===== config.mk =====
export PLATFORM = sky130hd
export DESIGN_NAME = subnet_interface_match_top
export DESIGN_NICKNAME = d
export VERILOG_FILES = /design/src/rtl/core/sifm_pkg.sv /design/src/rtl/core/sifm_ram.sv /design/src/rtl/core/sifm_seq.sv /design/src/rtl/core/sifm_eval.sv /design/src/rtl/core/subnet_interface_match_top.sv
export VERILOG_INCLUDE_DIRS = /design/src /design/src/rtl/core
export SDC_FILE = /design/constraint.sdc
export NUM_CORES = 2
export LEC_CHECK = 0
export BUFFER_PORTS_ARGS = -buffer_cell sky130_fd_sc_hd__buf_4
export CAP_MARGIN = 20
export CORE_MARGIN = 4
export CORE_UTILIZATION = 55
export CTS_CLUSTER_SIZE = 12
export DETAILED_ROUTE_END_ITERATION = 16
export PLACE_DENSITY_LB_ADDON = 0.05
export SLEW_MARGIN = 10
export SYNTH_ARGS = -nofsm -noshare
export SYNTH_HDL_FRONTEND = slang
export SYNTH_SLANG_ARGS = --single-unit

===== constraint.sdc =====
create_clock -name clock -period 10.3 [get_ports clock]
set_input_delay 0.515 -clock clock [delete_from_list [all_inputs] [get_ports clock]]
set_output_delay 0.515 -clock clock [all_outputs]
set_load 0.01 [all_outputs]

===== src/rtl/core/subnet_interface_match_top_assert.svh =====
// Assertion macros shared by the subnet interface match RTL.
// Depends on nothing; every macro samples on clock and is disabled during reset.
`ifndef SUBNET_INTERFACE_MATCH_TOP_ASSERT_SVH
`define SUBNET_INTERFACE_MATCH_TOP_ASSERT_SVH

// Same-cycle implication: cons must hold whenever ante holds.
`define SIFM_ASSERT_NOW(label, ante, cons, msg) \
   label: assert property (@(posedge clock) disable iff (reset) (ante) |-> (cons)) \
      else $error(msg);

// Next-cycle implication: cons must hold in the cycle after ante holds.
`define SIFM_ASSERT_NEXT(label, ante, cons, msg) \
   label: assert property (@(posedge clock) disable iff (reset) (ante) |=> (cons)) \
      else $error(msg);

`endif


===== src/rtl/core/sifm_pkg.sv =====
// Shared types and constants for the subnet interface match block.
// Used by sifm_seq, sifm_eval and the top level; depends on nothing.
`timescale 1ns / 1ps

package sifm_pkg;

   localparam int NUM_ENTRIES = 32;
   localparam int NUM_IFACES  = 16;
   localparam int ENTRY_AW    = $clog2(NUM_ENTRIES);

   typedef enum logic [1:0] {
      OP_WRITE  = 2'd0,
      OP_LOOKUP = 2'd1,
      OP_CHECK  = 2'd2,
      OP_NOP    = 2'd3
   } op_type;

   typedef enum logic [1:0] {
      SEQ_IDLE,
      SEQ_SCAN,
      SEQ_WAIT
   } seq_state_type;

   typedef struct packed {
      op_type      op;
      logic [4:0]  slot;
      logic        slot_enable;
      logic [3:0]  iface_id;
      logic [31:0] mask_in;
      logic [31:0] subnet_in;
      logic [31:0] ip_addr;
   } req_type;

   typedef struct packed {
      logic       found;
      logic [3:0] best_iface;
      logic       addr_valid;
   } rsp_type;

   // One table entry as stored in the entry RAM.
   typedef struct packed {
      logic [3:0]  iface;
      logic [31:0] mask;
      logic [31:0] subnet;
   } entry_type;

   // Valid-bit update for one slot.
   typedef struct packed {
      logic                en;
      logic [ENTRY_AW-1:0] idx;
      logic                value;
   } used_wr_type;

   // Scan control from the sequencer to the evaluator.
   typedef struct packed {
      logic                clear;
      logic                data_vld;
      logic [ENTRY_AW-1:0] data_idx;
      logic                data_last;
   } seq_ctl_type;

endpackage


===== src/rtl/core/sifm_ram.sv =====
// Generic single-port-write, single-port-read RAM with a registered read.
// No dependencies.
`timescale 1ns / 1ps

module sifm_ram #(
   parameter int WIDTH = 8,
   parameter int DEPTH = 32
) (
   input  logic                     clock,
   input  logic                     wr_en,
   input  logic [$clog2(DEPTH)-1:0] wr_addr,
   input  logic [WIDTH-1:0]         wr_data,
   input  logic [$clog2(DEPTH)-1:0] rd_addr,
   output logic [WIDTH-1:0]         rd_data
);

   logic [WIDTH-1:0] mem_ff [DEPTH];
   logic [WIDTH-1:0] rd_data_ff;

   always_ff @(posedge clock) begin
      if (wr_en) begin
         mem_ff[wr_addr] <= wr_data;
      end
      rd_data_ff <= mem_ff[rd_addr];
   end

   assign rd_data = rd_data_ff;

endmodule


===== src/rtl/core/sifm_seq.sv =====
// Scan sequencer: walks the entry RAM one address per cycle and tracks read latency.
// Depends on sifm_pkg and the assertion macro header.
`timescale 1ns / 1ps
`include "subnet_interface_match_top_assert.svh"

module sifm_seq (
   input  logic                          clock,
   input  logic                          reset,
   input  logic                          start_scan,
   output logic                          busy,
   output logic [sifm_pkg::ENTRY_AW-1:0] rd_addr,
   output sifm_pkg::seq_ctl_type         ctl
);

   localparam logic [sifm_pkg::ENTRY_AW-1:0] LAST_IDX =
      sifm_pkg::ENTRY_AW'(sifm_pkg::NUM_ENTRIES - 1);

   sifm_pkg::seq_state_type state_ff, state_in;
   logic [sifm_pkg::ENTRY_AW-1:0] cnt_ff, cnt_in;
   logic                          vld_ff, vld_in;
   logic [sifm_pkg::ENTRY_AW-1:0] idx_ff;
   logic                          rd_en;

   // Next state
   always_comb begin
      state_in = state_ff;
      unique case (state_ff)
         sifm_pkg::SEQ_IDLE: begin
            if (start_scan) state_in = sifm_pkg::SEQ_SCAN;
         end
         sifm_pkg::SEQ_SCAN: begin
            if (cnt_ff == LAST_IDX) state_in = sifm_pkg::SEQ_WAIT;
         end
         sifm_pkg::SEQ_WAIT: begin
            state_in = sifm_pkg::SEQ_IDLE;
         end
         default: begin
            state_in = sifm_pkg::SEQ_IDLE;
         end
      endcase
   end

   // Outputs
   always_comb begin
      busy  = 1'b0;
      rd_en = 1'b0;
      unique case (state_ff)
         sifm_pkg::SEQ_IDLE: begin
            busy = 1'b0;
         end
         sifm_pkg::SEQ_SCAN: begin
            busy  = 1'b1;
            rd_en = 1'b1;
         end
         sifm_pkg::SEQ_WAIT: begin
            busy = 1'b1;
         end
         default: begin
            busy = 1'b0;
         end
      endcase
   end

   always_comb begin
      cnt_in = cnt_ff;
      if (start_scan) begin
         cnt_in = '0;
      end else if (rd_en) begin
         cnt_in = cnt_ff + 1'b1;
      end
      vld_in = rd_en;
   end

   always_ff @(posedge clock) begin
      if (reset) begin
         state_ff <= sifm_pkg::SEQ_IDLE;
         cnt_ff   <= '0;
         vld_ff   <= 1'b0;
      end else begin
         state_ff <= state_in;
         cnt_ff   <= cnt_in;
         vld_ff   <= vld_in;
      end
      idx_ff <= cnt_ff;
   end

   assign rd_addr       = cnt_ff;
   assign ctl.clear     = start_scan;
   assign ctl.data_vld  = vld_ff;
   assign ctl.data_idx  = idx_ff;
   assign ctl.data_last = vld_ff && (idx_ff == LAST_IDX);

   `SIFM_ASSERT_NEXT(a_scan_starts_at_zero, start_scan, (state_ff == sifm_pkg::SEQ_SCAN) && (cnt_ff == '0), "scan did not start at entry zero")
   `SIFM_ASSERT_NEXT(a_last_ends_scan, ctl.data_last, state_ff == sifm_pkg::SEQ_IDLE, "sequencer not idle after last entry")
   `SIFM_ASSERT_NOW(a_data_while_busy, ctl.data_vld, busy, "entry data arrived while idle")

endmodule


===== src/rtl/core/sifm_eval.sv =====
// Match evaluator: valid bits, per-entry match test, best-entry tracking, result register.
// Depends on sifm_pkg and the assertion macro header.
`timescale 1ns / 1ps
`include "subnet_interface_match_top_assert.svh"

module sifm_eval (
   input  logic                  clock,
   input  logic                  reset,
   input  sifm_pkg::used_wr_type used_wr,
   input  sifm_pkg::seq_ctl_type ctl,
   input  sifm_pkg::entry_type   entry,
   input  sifm_pkg::op_type      scan_op,
   input  logic [31:0]           ip_addr,
   input  logic [3:0]            iface_id,
   input  logic                  imm_rsp,
   output logic                  rsp_strobe,
   output sifm_pkg::rsp_type     rsp_data
);

   logic [sifm_pkg::NUM_ENTRIES-1:0] used_ff;
   logic [31:0]       best_mask_ff, best_mask_in;
   logic [3:0]        best_iface_ff, best_iface_in;
   logic              found_ff, found_in;
   logic              chk_ff, chk_in;
   logic              rsp_valid_ff, rsp_valid_in;
   sifm_pkg::rsp_type rsp_ff, rsp_in;
   logic              hit;
   logic              iface_ok;

   assign hit      = used_ff[ctl.data_idx] && ((ip_addr & entry.mask) == entry.subnet);
   assign iface_ok = 32'(iface_id) < 32'(sifm_pkg::NUM_IFACES);

   always_comb begin
      best_mask_in  = best_mask_ff;
      best_iface_in = best_iface_ff;
      found_in      = found_ff;
      chk_in        = chk_ff;
      if (ctl.clear) begin
         best_mask_in  = '0;
         best_iface_in = '0;
         found_in      = 1'b0;
         chk_in        = 1'b0;
      end else if (ctl.data_vld) begin
         // strictly greater keeps the lowest slot on ties and skips zero masks
         if (hit && (entry.mask > best_mask_ff)) begin
            best_mask_in  = entry.mask;
            best_iface_in = entry.iface;
            found_in      = 1'b1;
         end
         if (hit && (entry.iface == iface_id)) begin
            chk_in = 1'b1;
         end
      end
   end

   always_comb begin
      rsp_valid_in = ctl.data_last || imm_rsp;
      rsp_in       = '0;
      if (ctl.data_last) begin
         case (scan_op)
            sifm_pkg::OP_LOOKUP: begin
               rsp_in.found      = found_in;
               rsp_in.best_iface = best_iface_in;
            end
            sifm_pkg::OP_CHECK: begin
               rsp_in.addr_valid = iface_ok && chk_in;
            end
            default: begin
               rsp_in = '0;
            end
         endcase
      end
   end

   always_ff @(posedge clock) begin
      if (reset) begin
         used_ff      <= '0;
         rsp_valid_ff <= 1'b0;
      end else begin
         if (used_wr.en) begin
            used_ff[used_wr.idx] <= used_wr.value;
         end
         rsp_valid_ff <= rsp_valid_in;
      end
      best_mask_ff  <= best_mask_in;
      best_iface_ff <= best_iface_in;
      found_ff      <= found_in;
      chk_ff        <= chk_in;
      rsp_ff        <= rsp_in;
   end

   assign rsp_strobe = rsp_valid_ff;
   assign rsp_data   = rsp_ff;

   `SIFM_ASSERT_NOW(a_no_iface_without_found, rsp_valid_ff && !rsp_ff.found, rsp_ff.best_iface == '0, "interface reported without a match")
   `SIFM_ASSERT_NOW(a_one_result_kind, rsp_valid_ff, !(rsp_ff.found && rsp_ff.addr_valid), "lookup and check fields both set")
   `SIFM_ASSERT_NOW(a_no_overlap, ctl.data_vld, !imm_rsp, "immediate response during a scan")

endmodule


===== src/rtl/core/subnet_interface_match_top.sv =====
// Top level of the subnet interface match block: entry RAM, scan sequencer, evaluator.
// Depends on sifm_pkg, sifm_ram, sifm_seq and sifm_eval.
`timescale 1ns / 1ps

// Subnet interface match. A request is taken at a rising edge with start high and
// busy low. Every request gives exactly one result, shown on rsp_data for one cycle
// with rsp_strobe high; the receiver cannot stall, so sample it when it appears.
// A write updates the table at the accepting edge; a write or the unused op code
// responds in the next cycle, with busy staying low, so these run one per cycle.
// A lookup or a check scans all 32 entries out of the entry RAM, one read per
// cycle; its read data passes the RAM's read register and then the result
// register, and busy stays high from acceptance until the result appears.
// The single read port of the entry RAM sets the scan length. Valid bits live in
// flip-flops and reset clears them at once; there is no clearing pass after reset.
module subnet_interface_match_top (
   input  logic              clock,
   input  logic              reset,
   input  logic              start,
   output logic              busy,
   input  sifm_pkg::req_type req_data,
   output logic              rsp_strobe,
   output sifm_pkg::rsp_type rsp_data
);

   logic                          accept;
   logic                          scan_go;
   logic                          slot_ok;
   logic                          wr_iface_ok;
   logic                          ram_we;
   logic [sifm_pkg::ENTRY_AW-1:0] wr_idx;
   logic [sifm_pkg::ENTRY_AW-1:0] rd_addr;
   sifm_pkg::entry_type           wr_entry;
   sifm_pkg::entry_type           rd_entry;
   sifm_pkg::used_wr_type         used_wr;
   sifm_pkg::seq_ctl_type         ctl;
   sifm_pkg::op_type              op_ff;
   logic [31:0]                   ip_ff;
   logic [3:0]                    iface_ff;

   // Take a request only while no scan is in flight; this also keeps writes
   // away from the entries a scan is reading, so no forwarding is needed.
   assign accept  = start && !busy;
   assign scan_go = accept && ((req_data.op == sifm_pkg::OP_LOOKUP) ||
                               (req_data.op == sifm_pkg::OP_CHECK));

   // Drop writes to slots beyond the table or with an unknown interface.
   assign slot_ok     = 32'(req_data.slot) < 32'(sifm_pkg::NUM_ENTRIES);
   assign wr_iface_ok = 32'(req_data.iface_id) < 32'(sifm_pkg::NUM_IFACES);
   assign ram_we      = accept && (req_data.op == sifm_pkg::OP_WRITE) && slot_ok && wr_iface_ok;
   assign wr_idx      = sifm_pkg::ENTRY_AW'(req_data.slot);

   // Store all fields whatever slot_enable says; the valid bit gates matches.
   assign wr_entry.iface  = req_data.iface_id;
   assign wr_entry.mask   = req_data.mask_in;
   assign wr_entry.subnet = req_data.subnet_in;

   assign used_wr.en    = ram_we;
   assign used_wr.idx   = wr_idx;
   assign used_wr.value = req_data.slot_enable;

   // Hold the fields a scan needs for its whole length.
   always_ff @(posedge clock) begin
      if (scan_go) begin
         op_ff    <= req_data.op;
         ip_ff    <= req_data.ip_addr;
         iface_ff <= req_data.iface_id;
      end
   end

   sifm_ram #(
      .WIDTH ($bits(sifm_pkg::entry_type)),
      .DEPTH (sifm_pkg::NUM_ENTRIES)
   ) u_entry_ram (
      .clock   (clock),
      .wr_en   (ram_we),
      .wr_addr (wr_idx),
      .wr_data (wr_entry),
      .rd_addr (rd_addr),
      .rd_data (rd_entry)
   );

   sifm_seq u_seq (
      .clock      (clock),
      .reset      (reset),
      .start_scan (scan_go),
      .busy       (busy),
      .rd_addr    (rd_addr),
      .ctl        (ctl)
   );

   // Writes and the unused op code answer with an all-zero result next cycle.
   sifm_eval u_eval (
      .clock      (clock),
      .reset      (reset),
      .used_wr    (used_wr),
      .ctl        (ctl),
      .entry      (rd_entry),
      .scan_op    (op_ff),
      .ip_addr    (ip_ff),
      .iface_id   (iface_ff),
      .imm_rsp    (accept && !scan_go),
      .rsp_strobe (rsp_strobe),
      .rsp_data   (rsp_data)
   );

endmodule

* Word level (Yosys, flattened, before mapping) *
Memory sizes are Yosys's and may differ from the RTL's. A register that Yosys moved wholly into a read port is not among the register bits.
Index checks and enable logic that the tools add are counted.

operators by class
  equal/unequal tests = 12
  muxes and demuxes = 21
  bitwise operators = 1
  reduce and logical (&&, ||, !) cells = 21
  add/sub/neg operators = 1
  magnitude comparators = 4

operator list
  kind                                                        count
  AND 32 bit                                                  1
  bitwise mux 32 bit                                          1
  equality test 32 bit                                        1
  > comparator 32 bit                                         1
  less-than comparator 5 x 6 -> 1 bit, second input constant  2
  two-way mux 1 bit                                           12
  two-way mux 4 bit                                           3
  equality test 5 bit, second input constant                  2
  logical AND 1 bit                                           9
  AND reduction 2 bit                                         4
  equality test 2 x 1 -> 1 bit, second input constant         3
  equality test 2 bit, second input constant                  3
  adder 5 x 1 -> 5 bit, second input constant                 1
  binary-select mux 1 bit (select 5 bit)                      1
  demux 1 bit (select 5 bit)                                  1
  >= comparator 5 x 1 -> 1 bit, second input constant         1
  equality test 4 bit                                         1
  logical NOT 2 bit                                           2
  two-way mux 2 bit                                           2
  one-hot mux 2 bit (2 select lines)                          1
  OR reduction 2 bit                                          2
  logical NOT 1 bit                                           2
  logical OR 1 bit                                            2
  != test 2 x 1 -> 1 bit, second input constant               1
  != test 2 bit, second input constant                        1

word-level totals
  memories kept = 1
  bits in registers = 128
  word-level logic and storage cells = 77
  bits of input ports = 111
  memory bits (writable) = 2176
  output and inout port bits = 8

memories
  name                words  width  read ports  clocked after Yosys merged registers in  write ports  RTL line        source
  u_entry_ram.mem_ff  32     68     1           1                                        1            sifm_ram.sv:17  logic [WIDTH-1:0] mem_ff [DEPTH];

* Logic depth before layout (Yosys ltp) *
  word-level depth = 9
  depth in mapped cells = 11
  mapped depth without buffers = 9

* Cells and area by module *
Synthesis repeated with hierarchy kept, for this count alone.

second synthesis, totals
  cell total of the unflattened synthesis = 3972
  area, all modules = 90212.8 µm²

by module, submodules not included
  module                      seq. area each (µm²)  instances  area each (µm²)  cells each
  sifm_ram                    66704.0               1          83893.0          3286
  sifm_eval                   1541.5                1          4595.7           592
  subnet_interface_match_top  1141.1                1          1191.1           44
  sifm_seq                    260.2                 1          533.0            50

* Worst setup path before layout *
Ideal clock, no wire load.

  path type = register to register
  start = register u_seq.state_ff[0]
  end = memory u_entry_ram.mem_ff[0][0] (netlist bit) (enable)
  data arrival time = 4567 ps
  required time = 9804 ps
  period minus slack after synthesis = 5063 ps
  path buffers = 2
  cell stages (with the launch flop) = 9
  slack = 5237 ps
  setup time = 496 ps
  cells stage by stage = dfxtp_1 > inv_1 > ha_1 > nor2b_1 > nand2_1 > or3_1 > clkbuf_1 > clkbuf_1 > nor2_1

between the ends
  cells in the longest elaborated chain, start to end = 8
  elaborated cells between the ends (all ways) = 9
  those cells by class = 2 x eq/ne; 3 x mux; 4 x reduce/logical

ends and longest elaborated chain
  item                                                                 RTL line                          source
  from (decl)                                                          sifm_seq.sv:18                    sifm_pkg::seq_state_type state_ff, state_in;
  from (signal assigned)                                               sifm_seq.sv:76                    state_ff <= sifm_pkg::SEQ_IDLE;
  from (signal assigned)                                               sifm_seq.sv:80                    state_ff <= state_in;
  equality test 2 x 1 -> 1 bit or equality test 2 bit (tied branches)  sifm_seq.sv:47                    unique case (state_ff)
  OR reduction 2 bit (no source line) (*)                              n/a
  two-way mux 1 bit (*)                                                sifm_seq.sv:47
  named net busy                                                       subnet_interface_match_top.sv:19  output logic busy,
  logical NOT 1 bit (*)                                                subnet_interface_match_top.sv:42  assign accept = start && !busy;
  logical AND 1 bit (*)                                                subnet_interface_match_top.sv:42
  logical AND 1 bit (*)                                                subnet_interface_match_top.sv:49  assign ram_we = accept && (req_data.op == sifm_pkg::OP_WRITE) && slot_ok && wr_iface_ok;
  two-way mux 1 bit (*)                                                sifm_ram.sv:21                    if (wr_en) begin
  two-way mux 1 bit (implied by the code) (*)                          sifm_ram.sv:22                    mem_ff[wr_addr] <= wr_data;
  to (decl)                                                            sifm_ram.sv:17

Mark *: on every way through the listed nets, which the timed path passes. The rest lies on a longest branch.

* Worst setup path in the final report *
  start = register u_seq.state_ff[0]
  end = memory u_entry_ram.mem_ff[9][22] (netlist bit) (enable)

between the ends
  cells in the longest elaborated chain, start to end = 8
  elaborated cells between the ends (all ways) = 9
  those cells by class = 2 x eq/ne; 3 x mux; 4 x reduce/logical

ends and longest elaborated chain
  item                                                                 RTL line
  equality test 2 x 1 -> 1 bit or equality test 2 bit (tied branches)  sifm_seq.sv:47
  OR reduction 2 bit (no source line) (*)                              n/a
  two-way mux 1 bit (*)                                                sifm_seq.sv:47
  logical NOT 1 bit (*)                                                subnet_interface_match_top.sv:42
  logical AND 1 bit (*)                                                subnet_interface_match_top.sv:42
  logical AND 1 bit (*)                                                subnet_interface_match_top.sv:49
  two-way mux 1 bit (*)                                                sifm_ram.sv:21
  two-way mux 1 bit (implied by the code) (*)                          sifm_ram.sv:22

Mark *: on every way between the ends. The rest lies on a longest branch, timed or not.

==> results.json <==
{
  "finalMaxSlewViolations": 0,
  "vias": 43100,
  "drive_gt1_share_pct": 30.7,
  "leakagePower_uw": 0.0307,
  "grt_max_degree": 171,
  "slowest_delay_ns": 0.90,
  "path_class": "register to register",
  "synth_area_um2": 89900,
  "gp_congestion": 0.806,
  "ff2ff_setup_slack_ns": 5.58,
  "cts_buffers": 233,
  "area_delta_synth_final_pct": 12.9,
  "reg2reg_from": "u_seq.state_ff[0]$_SDFFE_PP0P_",
  "cp-startpoint": "u_seq.state_ff[0]$_SDFFE_PP0P_",
  "synth.distinct_cells": 52,
  "grt_first_pass_wirelength_um": 331000,
  "cp_slowest_cell": "buf_4",
  "final_cell_area_um2": 101000,
  "worstHoldPathType": "input pin to register",
  "outcome": "complete, no violations",
  "first_iter_violations": 5756,
  "drtAntennaViolNets": 0,
  "synth_nets": 3984,
  "post-route-util_pct": 62.4,
  "yosysTopAreaCellShare_pct": 74.0,
  "place_area_um2": 93700,
  "avgSynthCellArea_um2": 23.4,
  "dp_hpwl_um": 120000,
  "power.density_nw_per_um2": 191,
  "wl_per_cell_um": 36.1,
  "core_um2": 163000,
  "synth_ff_type": "edfxtp_1",
  "setup_tns_ns": 0,
  "drc": 0,
  "maxSlewHeadroom_pct": 17.7,
  "cp.required_ns": 10.79,
  "cp.arrival_ns": 5.21,
  "synth.area.top_cells": "edfxtp_1 (74%), mux4_2 (17%), dfxtp_1 (3.5%)",
  "grt_util_all_layers_pct": 28.1,
  "clkLatencyLatePin_ns": 0.87,
  "total_power_uw": 19300,
  "syn_inst": 3836,
  "max_cap_viol_count": 0,
  "root_buffer": "clkbuf_16",
  "start_util_pct": 55.3,
  "wl_um": 235000,
  "row_count": 148,
  "layout_min_cycle_time_ns": 4.72,
  "setup_viol": 0,
  "die_area_um2": 170000,
  "antenna_found_initial": 16,
  "post_cts_buffers": 0,
  "irDropWorstVdd_mv": 0.181,
  "cp_cell_sequence": "inv_1 -> ha_1 -> nor2b_1 -> nand2_1 -> nor2_1 -> nand2_1 -> nor2_4 -> buf_4 -> buf_4",
  "synthMostInstantiatedCell": "edfxtp_1",
  "yosys.area.top_type": "edfxtp_1",
  "clockBufferDepth": 3,
  "ys_top_cells_by_count": "edfxtp_1 (2214), mux4_2 (689), dfxtp_1 (158), clkbuf_1 (112), a21oi_1 (101)",
  "finalCritPeriodShare_pct": 45.9,
  "worstMarginPinSlew_ns": 1.23,
  "hold_start": "req_data[95]",
  "htreeDepth": 4,
  "die_x_um": 412,
  "cts.repair.resized": 0,
  "first_pass_iters": 7,
  "synth_seq_area_share_pct": 77.5,
  "synth_edf_count": 2214,
  "via_per_inst": 6.60,
  "io_buffer_count": 118,
  "cp-start-kind": "register",
  "cts.hold.buffers_added": 62,
  "yosys_register_bits": 2372,
  "yosysWarningCount": 0,
  "rsz0062_at_grt": "false",
  "max_clock_freq_mhz": 212,
  "critPathMaxFanout": 34,
  "fin_worst_skew_ns": 0.0280,
  "final_hold_viol_count": 0,
  "cts.sinks": 2372,
  "holdWs_ns": 0.0610,
  "clkTransAtPathRegs_ns": 0.06,
  "end_kind": "register",
  "async_flop_share_pct": 0,
  "grt_pass1_vias": 43200,
  "die_height_um": 412,
  "cts_tree": "built",
  "final_nets": 4297,
  "fillers": 10900,
  "top_level_ports": 119,
  "globalRoute.totalOverflow": 0
}
## cell type report
class,count,area (um^2),share of cell area [%]
diodes,13,32.5,0.0321
flip-flops and latches,2372,69700,68.7
repair buffers,275,2330,2.29
clock buffers,368,6660,6.57
inverters,39,148,0.146
well taps,2175,2720,2.68
clock inverters,53,398,0.392
multi-input cells,1228,19500,19.2
## layer usage
layer	GRT usage [%]	wire length [um]	share of wire [%]
met1	41.5	94800	40
met2	44.1	114000	48
met3	4.81	20100	8.5
met4	7.98	6680	2.8
met5	0	14	0.0060
## state kept, by name, indices dropped and copies added (netlist names), 4 cells and up
| register | flops |
|---|---|
| u_entry_ram.rd_data | 68 |
| u_seq.idx_ff | 5 |
| u_eval.best_mask_ff | 32 |
| u_entry_ram.mem_ff | 2176 |
| u_seq.rd_addr | 5 |
| iface_ff | 4 |
| ip_ff | 32 |
| u_eval.used_ff | 32 |
| u_eval.rsp_data | 6 |
| u_eval.best_iface_ff | 4 |
## cells in the final DEF, fill, tap and decap left out, types with 7 or more instances in the layout
master and count:
nand4_1 11, dlygate4sd3_1 62, clkinv_1 19, o21ai_1 35, and3_1 14, buf_4 205, nor3_1 9, inv_1 38
ha_1 37, mux2_2 68, clkbuf_16 235, dfxtp_1 153, nand2_1 56, nor2_4 32, nand3_2 20, xor2_1 15
a21o_1 9, nand3_1 29, o21ai_0 35, a21oi_1 101, diode_2 13, clkinv_2 22, clkbuf_8 28, nor2_1 7
edfxtp_1 2214, clkbuf_1 105, mux4_2 689, buf_12 7
## report_power, final
part           switching, uW  total, uW  internal, uW
Combinational            411        773           362
Clock                   3490       7920          4430
Sequential              58.2      10600         10600
## metrics by stage
stage | worst slack [ns] | cells
5_1_grt | 5.49 | 6514
3_3_place_gp | 5.57 | 6026
3_5_place_dp | 5.65 | 6027
4_1_cts | 5.62 | 6510
2_1_floorplan | 5.24 | 3836
6_report | 5.58 | 6523
## worst max-delay path, delay by kind of cell, from the launching register on
family                     cells  cell delay, ns
buffers and inverters          3            1.56
adders and majority gates      1            0.31
and+or+nand+nor                5            2.04
DFF                            1            0.36
## final timing paths
kind,end,cells past startpoint
worst max-delay path,u_entry_ram.mem_ff[9][22]$_DFFE_PP_,9
worst min-delay path,u_entry_ram.mem_ff[18][63]$_DFFE_PP_,1
worst max register to register,u_entry_ram.mem_ff[9][22]$_DFFE_PP_,9
worst min register to register,u_eval.found_ff$_DFF_P_,2
## cell families after synthesis
kind of cell	count (synthesis)	share of synthesized area [%]
AO/OA/AOI/OAI	201	1.23
XOR/XNOR	20	0.195
adder cells (fa/ha/maj)	37	0.515
buffers and inverters	236	1.12
flip-flops	2372	77.5
multiplexers	761	18.2
AND/OR/NAND/NOR	209	1.28
Power figures use the tool's default switching activity.
